## src/hdl/pctbl_ram.sv

```systemverilog
// ----------------------------------------------------------------------------
// pctbl_ram
// Generic simple dual-port RAM: one write port, one registered read port.
// ----------------------------------------------------------------------------
`default_nettype none

module pctbl_ram #(
  parameter int Width = 8,
  parameter int Depth = 16
) (
  input  wire logic                     clk_i,
  input  wire logic                     we_i,
  input  wire logic [$clog2(Depth)-1:0] waddr_i,
  input  wire logic [Width-1:0]         wdata_i,
  input  wire logic                     re_i,
  input  wire logic [$clog2(Depth)-1:0] raddr_i,
  output logic      [Width-1:0]         rdata_o
);

  logic [Width-1:0] mem_q [Depth];

  // write and registered read
  always_ff @(posedge clk_i) begin
    if (we_i) begin
      mem_q[waddr_i] <= wdata_i;
    end
    if (re_i) begin
      rdata_o <= mem_q[raddr_i];
    end
  end

endmodule

`default_nettype wire

```

## config.mk

```make
export PLATFORM = sky130hd
export DESIGN_NAME = pctbl_ram
export DESIGN_NICKNAME = d
export VERILOG_FILES = /design/src/hdl/pctbl_ram.sv
export SDC_FILE = /design/constraint.sdc
export NUM_CORES = 1
export LEC_CHECK = 0
export ABC_AREA = 0
export BUFFER_PORTS_ARGS = -buffer_cell sky130_fd_sc_hd__buf_2
export CORE_UTILIZATION = 55
export CTS_CLUSTER_DIAMETER = 120
export CTS_CLUSTER_SIZE = 40
export DETAILED_ROUTE_END_ITERATION = 10
export PLACE_DENSITY = 0.73
export RECOVER_POWER = 50
export SYNTH_ARGS = -nofsm -noshare
export SYNTH_HDL_FRONTEND = slang
export SYNTH_SLANG_ARGS = --single-unit
```

## constraint.sdc

```tcl
create_clock -name clk_i -period 4.5 [get_ports clk_i]
set_clock_uncertainty 0.15 [all_clocks]
set_input_delay 0.675 -clock clk_i [delete_from_list [all_inputs] [get_ports clk_i]]
set_output_delay 0.675 -clock clk_i [all_outputs]
set_load 0.02 [all_outputs]
```

==> reports/metrics.yaml <==
run_status:
  result_of_the_run: "finished, final reports clean"
clocking:
  htree_levels: 4
  cts_tree: "built"
  postCtsSetupBuffers: 0
  cts-hold-fix-buffers: 0
  clkLatencyLatePin_ns: 0.52
  post_cts_resize_count: 0
  clock-sinks: 136
  cts.clk_slew.worst_paths_ns: 0.06
  clock_tree.buffer_depth: 2
  cts.root.buffer_cell: "clkbuf_8"
  numCtsBuffers: 17
routing:
  vias_per_cell: 6.00
  route.detailed.wl_per_inst_um: 24.4
  detail_route.first_pass.iterations: 4
  route.detailed.drc: 0
  antenna_violating_nets_post_route: 0
  wl_um: 9960
  dr_total_vias: 2450
  drt_first_iter_violations: 151
place:
  io_buffers: 26
  pre_cts_ws_ns: 1.53
  final_weighted_congestion_in_routability_driven_placement: 0.771
  dp_hpwl_um: 5710
  place.detailed.instances: 376
timing:
  finalHoldWorstSlack_ns: 0.518
  slack_of_the_critical_path_ns: 2.10
  worst_max_slew_pin_slew_ns: 1.03
  rsz0062_at_grt: "false"
  ratio_of_final_minimum_period_to_clock_period: 0.534
  number_of_endpoints_with_negative_hold_slack_in_the_final_report: 0
  final.setup.tns_ns: 0
  slew_viol_final: 0
  maxSlewHeadroom: 0.313
  max_freq_mhz: 416
  setup_viol: 0
  final_period_minus_worst_setup_slack_ns: 2.40
setup_path:
  setup.worst_path.class: "in -> reg"
  worst-endpoint-required_ns: 4.60
  arrival_ns: 2.51
  critPathCapture: "rdata_o[3]$_DFFE_PP_"
  r2r-start: "mem_q[0][2]$_DFFE_PP_"
  setup.worst_path.end_class: "flop"
  cp-start-kind: "input pin"
  setup.worst_path.start: "raddr_i[0]"
  worst-r2r-cell-count: 3
  reg2reg_setup_slack_ns: 2.81
  rr_endpoint: "rdata_o[2]$_DFFE_PP_"
  timing.critical_path.fanout_max: 32
global_routing:
  antenna_found_initial: 0
  globalRoute.totalOverflow: 0
  grt_first_pass_wirelength_um: 15500
  grt_max_degree: 33
  grtUsageTotal: 0.230
  grt_use_met2: 0.356
  global_route.usage.met3: 0.0639
  first_global_vias: 2591
  met1_usage: 0.317
  grt_busiest_layer: "met2"
finish:
  multi_input_area_mm2: 0.00107
  layout-area-overhead-vs-synth_pct: 15.5
  final_cell_count_no_fill: 408
  layout.filler_cells: 570
  layout.cells.most_common: "edfxtp_1"
  antenna_cells: 0
  util_after_layout: 0.653
  ff_latch_area_mm2: 0.00408
  final_net_count: 285
  layout_common_cells: "edfxtp_1 (136), mux4_2 (18), a22oi_1 (16), clkbuf_16 (16), buf_2 (16)"
  final_layout_size_suffix_gt1_frac: 0.251
power:
  pleak_nw: 1.98
  power_density_normalized_to_cell_area_mw_per_mm2: 485
  worst_ir_drop_vdd_uv: 362
yosys:
  ys_ff_latch: 136
  synth_sequential_area_ratio: 0.781
  post_synth.cell_area_avg_um2: 22.8
  synth.distinct_cells: 18
  synthesis.yosys.warnings: 0
  syn-cell-area_mm2: 0.00523
  syn-instance-count: 229
  synth_nets: 248
die:
  design.portCount: 27
  die_area_mm2: 0.00990
  initial_utilization: 0.566
  core.rowCount: 35
  die_h_um: 99.5
  design.core.area_mm2: 0.00924
  die-width_um: 99.5
min_path:
  worst_hold_path_type: "in -> reg"
job:
  cap_viol_max_count: 0
-- per-layer routing --
metal	vias to the layer above	share of wire
met5	-	0
met4	0	0.0069
met3	6	0.082
met2	118	0.51
met1	1265	0.40
li1	1061	-
-- through the flow --
stage	instance area [µm²]	total power [mW]
6_report	6040	2.93
5_1_grt	6040	3.02
4_1_cts	6050	2.95
3_5_place_dp	5460	1.59
3_3_place_gp	5460	1.59
2_1_floorplan	5230	1.54
-- power by group --
group	switching [mW]	internal [mW]	leakage [nW]
clock network	0.519	0.847	0.281
registers	0.00808	1.43	1.24
logic	0.0795	0.0482	0.458
total	0.607	2.32	1.98
-- registers in the layout, indices dropped and copies added (netlist names) --
signal / count
mem_q: 128
rdata_o: 8
-- worst min-delay path by stage --
stage	from	to	slack, ns	cells past startpoint
global route	waddr_i[0]	mem_q[0][0]$_DFFE_PP_	0.51	2
detailed placement	mem_q[14][6]$_DFFE_PP_	rdata_o[6]$_DFFE_PP_	0.59	3
finish	waddr_i[0]	mem_q[0][0]$_DFFE_PP_	0.52	2
CTS	wdata_i[3]	mem_q[5][3]$_DFFE_PP_	0.37	1
global placement	mem_q[15][6]$_DFFE_PP_	rdata_o[6]$_DFFE_PP_	0.58	3
floorplan	mem_q[7][0]$_DFFE_PP_	rdata_o[0]$_DFFE_PP_	0.55	3
-- cell families after synthesis --
group                  share of synthesized area
AO/OA/AOI/OAI                             0.0230
buffers and inverters                     0.0165
flip-flops                                 0.781
multiplexers                               0.148
AND/OR/NAND/NOR                           0.0314
-- critical path, cell delays in order --
cell,delay (ns)
buf_2,0.77
mux4_1,0.72
a22oi_1,0.25
nand2_1,0.08
-- final cells by class --
type | count | area share
Clock inverter | 14 | 0.0290
Tap cell | 129 | 0.0267
Multi-Input combinational cell | 83 | 0.177
Timing Repair Buffer | 28 | 0.0220
Sequential cell | 136 | 0.676
Clock buffer | 18 | 0.0692
-- cell usage after synthesis --
| library cell | count | share of area |
|---|---|---|
| edfxtp_1 | 136 | 0.78 |
| nor2b_1 | 1 | 0.0012 |
| a22oi_1 | 16 | 0.023 |
| or3b_2 | 1 | 0.0017 |
| and2_1 | 1 | 0.0012 |
| nand2_1 | 9 | 0.0065 |
| buf_4 | 1 | 0.0014 |
| mux4_2 | 18 | 0.078 |
| nand3_1 | 1 | 0.00096 |
| buf_2 | 3 | 0.0029 |
| nand2b_1 | 2 | 0.0024 |
| and2b_1 | 1 | 0.0014 |
| nor3_1 | 4 | 0.0038 |
| buf_6 | 3 | 0.0065 |
| nand3b_1 | 2 | 0.0029 |
| nor2_1 | 13 | 0.0093 |
| mux4_1 | 14 | 0.070 |
| clkdlybuf4s25_2 | 3 | 0.0057 |
No activity file was read; power rests on OpenSTA's default activity.
