--- src/hdl/pctbl_pkg.sv ---
// ----------------------------------------------------------------------------
// pctbl_pkg
// Shared types, constants and helpers of the per-client token bucket limiter.
// ----------------------------------------------------------------------------
`default_nettype none

package pctbl_pkg;

  // table geometry
  localparam int TABLE_ENTRIES   = 1024;
  localparam int IDX_W           = $clog2(TABLE_ENTRIES);
  localparam int CNT_W           = $clog2(TABLE_ENTRIES + 1);

  // field widths
  localparam int TOKEN_FRAC_BITS = 16;
  localparam int BURST_W         = 16;
  localparam int TOKEN_W         = BURST_W + TOKEN_FRAC_BITS;
  localparam int TIME_W          = 40;
  localparam int INTV_W          = 24;
  localparam int DIVD_W          = TIME_W + TOKEN_FRAC_BITS;
  localparam int CFG_IDX_W       = 3;
  localparam int CFG_DATA_W      = 24;

  // timing constants in ms
  localparam logic [TIME_W-1:0] SWEEP_MS      = TIME_W'(60000);
  localparam logic [TIME_W-1:0] FORCED_GAP_MS = TIME_W'(1000);
  localparam logic [INTV_W-1:0] KOD_MIN_MS    = INTV_W'(1000);

  // address families
  localparam logic [1:0] FAM_UNKNOWN = 2'd0;
  localparam logic [1:0] FAM_IPV4    = 2'd1;
  localparam logic [1:0] FAM_IPV6    = 2'd2;

  typedef enum logic [CFG_IDX_W-1:0] {
    CFG_INTERVAL  = 3'd0,
    CFG_BURST     = 3'd1,
    CFG_V4_PREFIX = 3'd2,
    CFG_V6_PREFIX = 3'd3,
    CFG_LEAK      = 3'd4,
    CFG_KOD_EN    = 3'd5
  } cfg_idx_e;

  typedef enum logic [1:0] {
    VERDICT_ANSWER = 2'd0,
    VERDICT_LEAK   = 2'd1,
    VERDICT_KOD    = 2'd2,
    VERDICT_DROP   = 2'd3
  } verdict_e;

  typedef enum logic [3:0] {
    ST_CLEAR,
    ST_IDLE,
    ST_START,
    ST_SCAN,
    ST_DECIDE,
    ST_DIV,
    ST_REFILL,
    ST_APPLY,
    ST_INSERT,
    ST_RESP
  } state_e;

  // one bucket entry as held in the table memory
  typedef struct packed {
    logic               valid;
    logic               is_v6;
    logic [63:0]        key_hi;
    logic [63:0]        key_lo;
    logic [TOKEN_W-1:0] tokens;
    logic [TIME_W-1:0]  last_seen;
    logic [TIME_W-1:0]  kod_time;
    logic               kod_sent;
  } entry_t;

  localparam int ENTRY_W = $bits(entry_t);

  // elapsed time, clamped at zero when time runs backwards
  function automatic logic [TIME_W-1:0] since(input logic [TIME_W-1:0] now,
                                              input logic [TIME_W-1:0] t);
    return (now >= t) ? (now - t) : '0;
  endfunction

  // n leading ones in a 64-bit word, n up to 64
  function automatic logic [63:0] lead_mask(input logic [6:0] n);
    logic [63:0] m;
    m = (n == 7'd0) ? 64'd0 : (~64'd0 << (7'd64 - n));
    return m;
  endfunction

endpackage

`default_nettype wire

--- src/hdl/pctbl_div.sv ---
// ----------------------------------------------------------------------------
// pctbl_div
// Restoring divider, one quotient bit per cycle, for the token refill.
// ----------------------------------------------------------------------------
`default_nettype none

module pctbl_div (
  input  wire logic                            clk_i,
  input  wire logic                            rst_ni,
  input  wire logic                            start_i,
  input  wire logic [pctbl_pkg::DIVD_W-1:0]    dividend_i,
  input  wire logic [pctbl_pkg::INTV_W-1:0]    divisor_i,
  output logic                                 done_o,
  output logic      [pctbl_pkg::TOKEN_W-1:0]   quot_o
);

  localparam int CW = $clog2(pctbl_pkg::DIVD_W + 1);

  logic                           busy_q;
  logic [CW-1:0]                  cnt_q;
  logic [pctbl_pkg::DIVD_W-1:0]   quot_q;
  logic [pctbl_pkg::INTV_W-1:0]   rem_q;
  logic [pctbl_pkg::INTV_W-1:0]   dvs_q;
  logic [pctbl_pkg::INTV_W:0]     rem_sh;
  logic [pctbl_pkg::INTV_W:0]     diff;
  logic                           ge;

  // one restoring step
  always_comb begin
    rem_sh = {rem_q, quot_q[pctbl_pkg::DIVD_W-1]};
    diff   = rem_sh - {1'b0, dvs_q};
    ge     = (rem_sh >= {1'b0, dvs_q});
  end

  // control
  always_ff @(posedge clk_i or negedge rst_ni) begin
    if (!rst_ni) begin
      busy_q <= 1'b0;
      cnt_q  <= '0;
      done_o <= 1'b0;
    end else begin
      done_o <= 1'b0;
      if (start_i) begin
        busy_q <= 1'b1;
        cnt_q  <= '0;
      end else if (busy_q) begin
        cnt_q <= cnt_q + CW'(1);
        if (cnt_q == CW'(pctbl_pkg::DIVD_W - 1)) begin
          busy_q <= 1'b0;
          done_o <= 1'b1;
        end
      end
    end
  end

  // datapath
  always_ff @(posedge clk_i) begin
    if (start_i) begin
      quot_q <= dividend_i;
      rem_q  <= '0;
      dvs_q  <= divisor_i;
    end else if (busy_q) begin
      rem_q  <= ge ? diff[pctbl_pkg::INTV_W-1:0] : rem_sh[pctbl_pkg::INTV_W-1:0];
      quot_q <= {quot_q[pctbl_pkg::DIVD_W-2:0], ge};
    end
  end

  assign quot_o = quot_q[pctbl_pkg::TOKEN_W-1:0];

endmodule

`default_nettype wire

--- config.mk ---
export PLATFORM = sky130hd
export DESIGN_NAME = pctbl_div
export DESIGN_NICKNAME = d
export VERILOG_FILES = /design/src/hdl/pctbl_pkg.sv /design/src/hdl/pctbl_div.sv
export SDC_FILE = /design/constraint.sdc
export NUM_CORES = 1
export LEC_CHECK = 0
export BUFFER_PORTS_ARGS = -buffer_cell sky130_fd_sc_hd__buf_4
export CORE_MARGIN = 8
export CORE_UTILIZATION = 48
export DETAILED_ROUTE_END_ITERATION = 8
export HOLD_SLACK_MARGIN = 0.08
export PLACE_DENSITY_LB_ADDON = 0.08
export SLEW_MARGIN = 20
export SYNTH_ARGS = -nofsm -noshare
export SYNTH_HDL_FRONTEND = slang
export SYNTH_SLANG_ARGS = --single-unit
--- constraint.sdc ---
create_clock -name clk_i -period 3.7 [get_ports clk_i]
set_input_delay 0.37 -clock clk_i [delete_from_list [all_inputs] [get_ports clk_i]]
set_output_delay 0.37 -clock clk_i [all_outputs]
set_load 0.02 [all_outputs]
==> out/metrics.yaml <==
setup_path:
  worst_ep_required_time_ns: 3.97
  cp_common_cell: "sky130_fd_sc_hd__inv_1"
  path_delay_family: "compound AO/OA/AOI/OAI gates"
  critical_path.startpoint_type: "flip-flop"
  timing.critical_path.buf_inv: 2
  cp_cell_sequence: "inv_1, ha_1, inv_1, fa_1, a21o_1, a22oi_1, a21oi_2, a221oi_1, o21ai_1, a32oi_1, mux2_2, a311oi_1"
  peak_per_stage_delay_on_the_critical_path_ns: 0.46
  critical_path.endpoint_type: "flip-flop"
  criticalPathCategory: "flip-flop to flip-flop"
  timing.critical_path.arrival_ns: 3.40
  timing.critical_path.slowest_stage_cell: "sky130_fd_sc_hd__a221oi_1"
  path_max_fanout: 3
routing:
  drc: 0
  initialDrtViolationCount: 251
  dr_total_vias: 4100
  vias_per_inst: 5.23
  wl_per_cell_um: 16.1
  drt_pre_antenna_iters: 4
  wl_um: 12600
  detail-route-antenna-nets: 0
sta:
  fmax_mhz: 319
  report.final.setup_viol: 0
  rsz0062_at_grt: "no"
  period_needed_ns: 3.13
  report.final.slew_viol_count: 0
  crit_share_post_route_pct: 84.6
  timing.setup.tns_ns: 0
  clock-skew-final_ns: 0.00866
  slew_headroom_pct: 56.4
  worst_slew_pin_slew_ns: 0.654
  hold_violation_count_in_the_final_report: 0
pwr:
  static_leakage_power_nw: 3.08
  netSwitchingFraction_pct: 23.7
  internal_power_mw: 2.21
  power_frac_clock_pct: 34.8
  share_comb_of_total_power_pct: 13.9
  seq_power_share_pct: 51.3
  power.ir.vdd_worst_mv: 0.290
  total_switching_power_mw: 0.686
  power_density_over_cell_area_nw_per_um2: 402
die:
  num_io_pins: 116
  rows: 41
  placeableCoreArea_um2: 12500
  die_y_um: 129
  initial_utilization_pct: 48.9
  dieArea_um2: 16600
  die_width_um: 129
synthesis:
  synth_flop_cell: "sky130_fd_sc_hd__edfxtp_1"
  ys.warnings.count: 0
  synth-seq-cells: 112
  synth_fp_nets: 641
  synth.lib_cells_used.distinct: 58
  synth_area_um2: 6120
  ys_async_sr_fraction_pct: 7.14
  synth_sequential_area_ratio_pct: 50.4
  synth_enable_flop_cells: 80
  synth_area_per_cell_um2: 11.5
  post_synth_inst_count: 532
cells_and_area:
  fin_util_pct: 57.5
  final_cell_count_no_fill: 784
  final_layout_size_suffix_gt1_share_pct: 32.8
  final_common_cell: "sky130_fd_sc_hd__buf_4"
  antenna_cells: 0
  finish.net_count: 716
  most-common-layout-cells: "sky130_fd_sc_hd__buf_4, sky130_fd_sc_hd__edfxtp_1, sky130_fd_sc_hd__mux2_2, sky130_fd_sc_hd__nor2_1, sky130_fd_sc_hd__inv_1"
  area.growth.synth_to_final_pct: 17.6
place:
  dpl.cell_count: 767
  hpwl_um: 9050
  routabilityCongestion: 0.816
  io_buffers: 115
cts:
  cts_inserted_buffers: 9
  clk-insertion-delay-late_ns: 0.35
  h-tree-depth: 3
  cts.reportedPaths.clkPinSlew_ns: 0.07
  cts_root_buffer: "sky130_fd_sc_hd__clkbuf_16"
  tritoncts: "built"
  cts_setup_buffers: 0
  clkSinkCount: 112
  clk_path_buf_depth: 2
global_routing:
  grt_start_max_net_pins: 84
  grt_util_all_layers_pct: 15.7
  gr-total-overflow: 0
  vias_in_the_first_global_route: 4339
  grt_antenna_before_repair: 0
  grt_pass1_wl_um: 20800
status:
  run_status: "completed"
run:
  drv.max_cap_violation_count: 0
worst_hold_path:
  type_of_the_most_critical_hold_path: "input pin to flip-flop"
state kept, by name (all words and copies together), names as in the netlist:
| name | cells |
|---|---|
| cnt_q | 6 |
| dvs_q | 24 |
| done_o | 1 |
| busy_q | 1 |
| quot_q | 56 |
| rem_q | 24 |
kinds of logic after synthesis:
family          count (synthesis)  share of synthesized area, %
compound gates                 99                          10.9
xor+xnor                       24                          3.43
flops                         112                          50.4
simple gates                  114                          9.36
buf+inv                        87                          7.79
mux                            70                          12.7
fa+ha+maj                      26                          5.44
per-layer routing:
layer  part of all wire [%]  wire [µm]  global-route usage, %  vias to the layer above
li1                       -          -                      -                     2065
met1                     43       5390                   18.3                     1926
met2                     48       6050                   25.6                       99
met3                    8.2       1030                   7.24                       10
met4                    1.0        128                   3.87                        0
met5                      0          0                      0                        -
cells in the mapped netlist (all sizes together) (2+ instances only):
cell type / n / share of area, %
a211oi: 19 / 2.3
a21o: 11 / 1.4
a21oi: 26 / 2.2
a22oi: 2 / 0.25
a311oi: 5 / 0.72
a31oi: 2 / 0.20
and3: 4 / 0.41
and4: 3 / 0.45
buf: 45 / 5.2
clkbuf: 12 / 0.74
dfrtp: 8 / 3.3
dfxtp: 24 / 7.9
edfxtp: 80 / 39
ha: 25 / 5.1
inv: 30 / 1.8
mux2: 59 / 11
mux2i: 11 / 1.8
nand2: 20 / 1.2
nand2b: 3 / 0.31
nand3: 7 / 0.57
nand3b: 4 / 0.49
nand4: 9 / 0.92
nor2: 46 / 2.8
nor2b: 2 / 0.20
nor3: 5 / 0.41
nor3b: 2 / 0.25
o211ai: 3 / 0.37
o21a: 4 / 0.49
o21ai: 13 / 1.1
o21bai: 3 / 0.37
o31ai: 2 / 0.33
or3: 3 / 0.31
xnor2: 11 / 1.6
xor2: 13 / 1.9
final timing paths:
check	start	to	slack (ns)	depth (start not counted)
max	quot_q[55]$_DFFE_PP_	rem_q[22]$_SDFFE_PP0P_	0.57	12
min	divisor_i[17]	dvs_q[17]$_DFFE_PP_	0.19	1
max reg2reg	quot_q[55]$_DFFE_PP_	rem_q[22]$_SDFFE_PP0P_	0.57	12
min reg2reg	rem_q[20]$_SDFFE_PP0P_	rem_q[20]$_SDFFE_PP0P_	0.50	2
max in group asynchronous	rst_ni	busy_q$_DFF_PN0_	3.19	2
min in group asynchronous	rst_ni	cnt_q[4]$_DFFE_PN0P_	0.38	2
area by class of cell:
| class | instances | area [µm²] |
|---|---|---|
| fill | 1112 | 5320 |
| sequential | 112 | 3080 |
| multi-input combinational | 333 | 2560 |
| timing repair buffer | 121 | 923 |
| clock buffer | 11 | 243 |
| tap | 172 | 215 |
| inverter | 30 | 113 |
| clock inverter | 5 | 62.6 |
per-stage QoR:
step	power (mW)	hold WS (ns)	setup WS [ns]	area (µm²)
2_1_floorplan	1.79	0.0744	0.881	6120
3_3_place_gp	1.91	0.191	0.671	6880
3_5_place_dp	1.92	0.195	0.604	6880
4_1_cts	2.93	0.170	0.581	7200
5_1_grt	3.01	0.169	0.249	7200
6_report	2.89	0.187	0.568	7200
power groups by stage:
stage	registers (mW)	logic [mW]	clock network [mW]
global placement	1.51	0.399	0
finish	1.48	0.403	1.01
detailed placement	1.51	0.406	0
CTS	1.49	0.408	1.04
global route	1.50	0.441	1.07
floorplan	1.50	0.289	0
repair_timing:
item                                   CTS  global route
gates resized for setup                  0             0
hold buffers                             1             0
endpoints found under the hold margin    8             0
No activity file was read; power rests on OpenSTA's default activity.
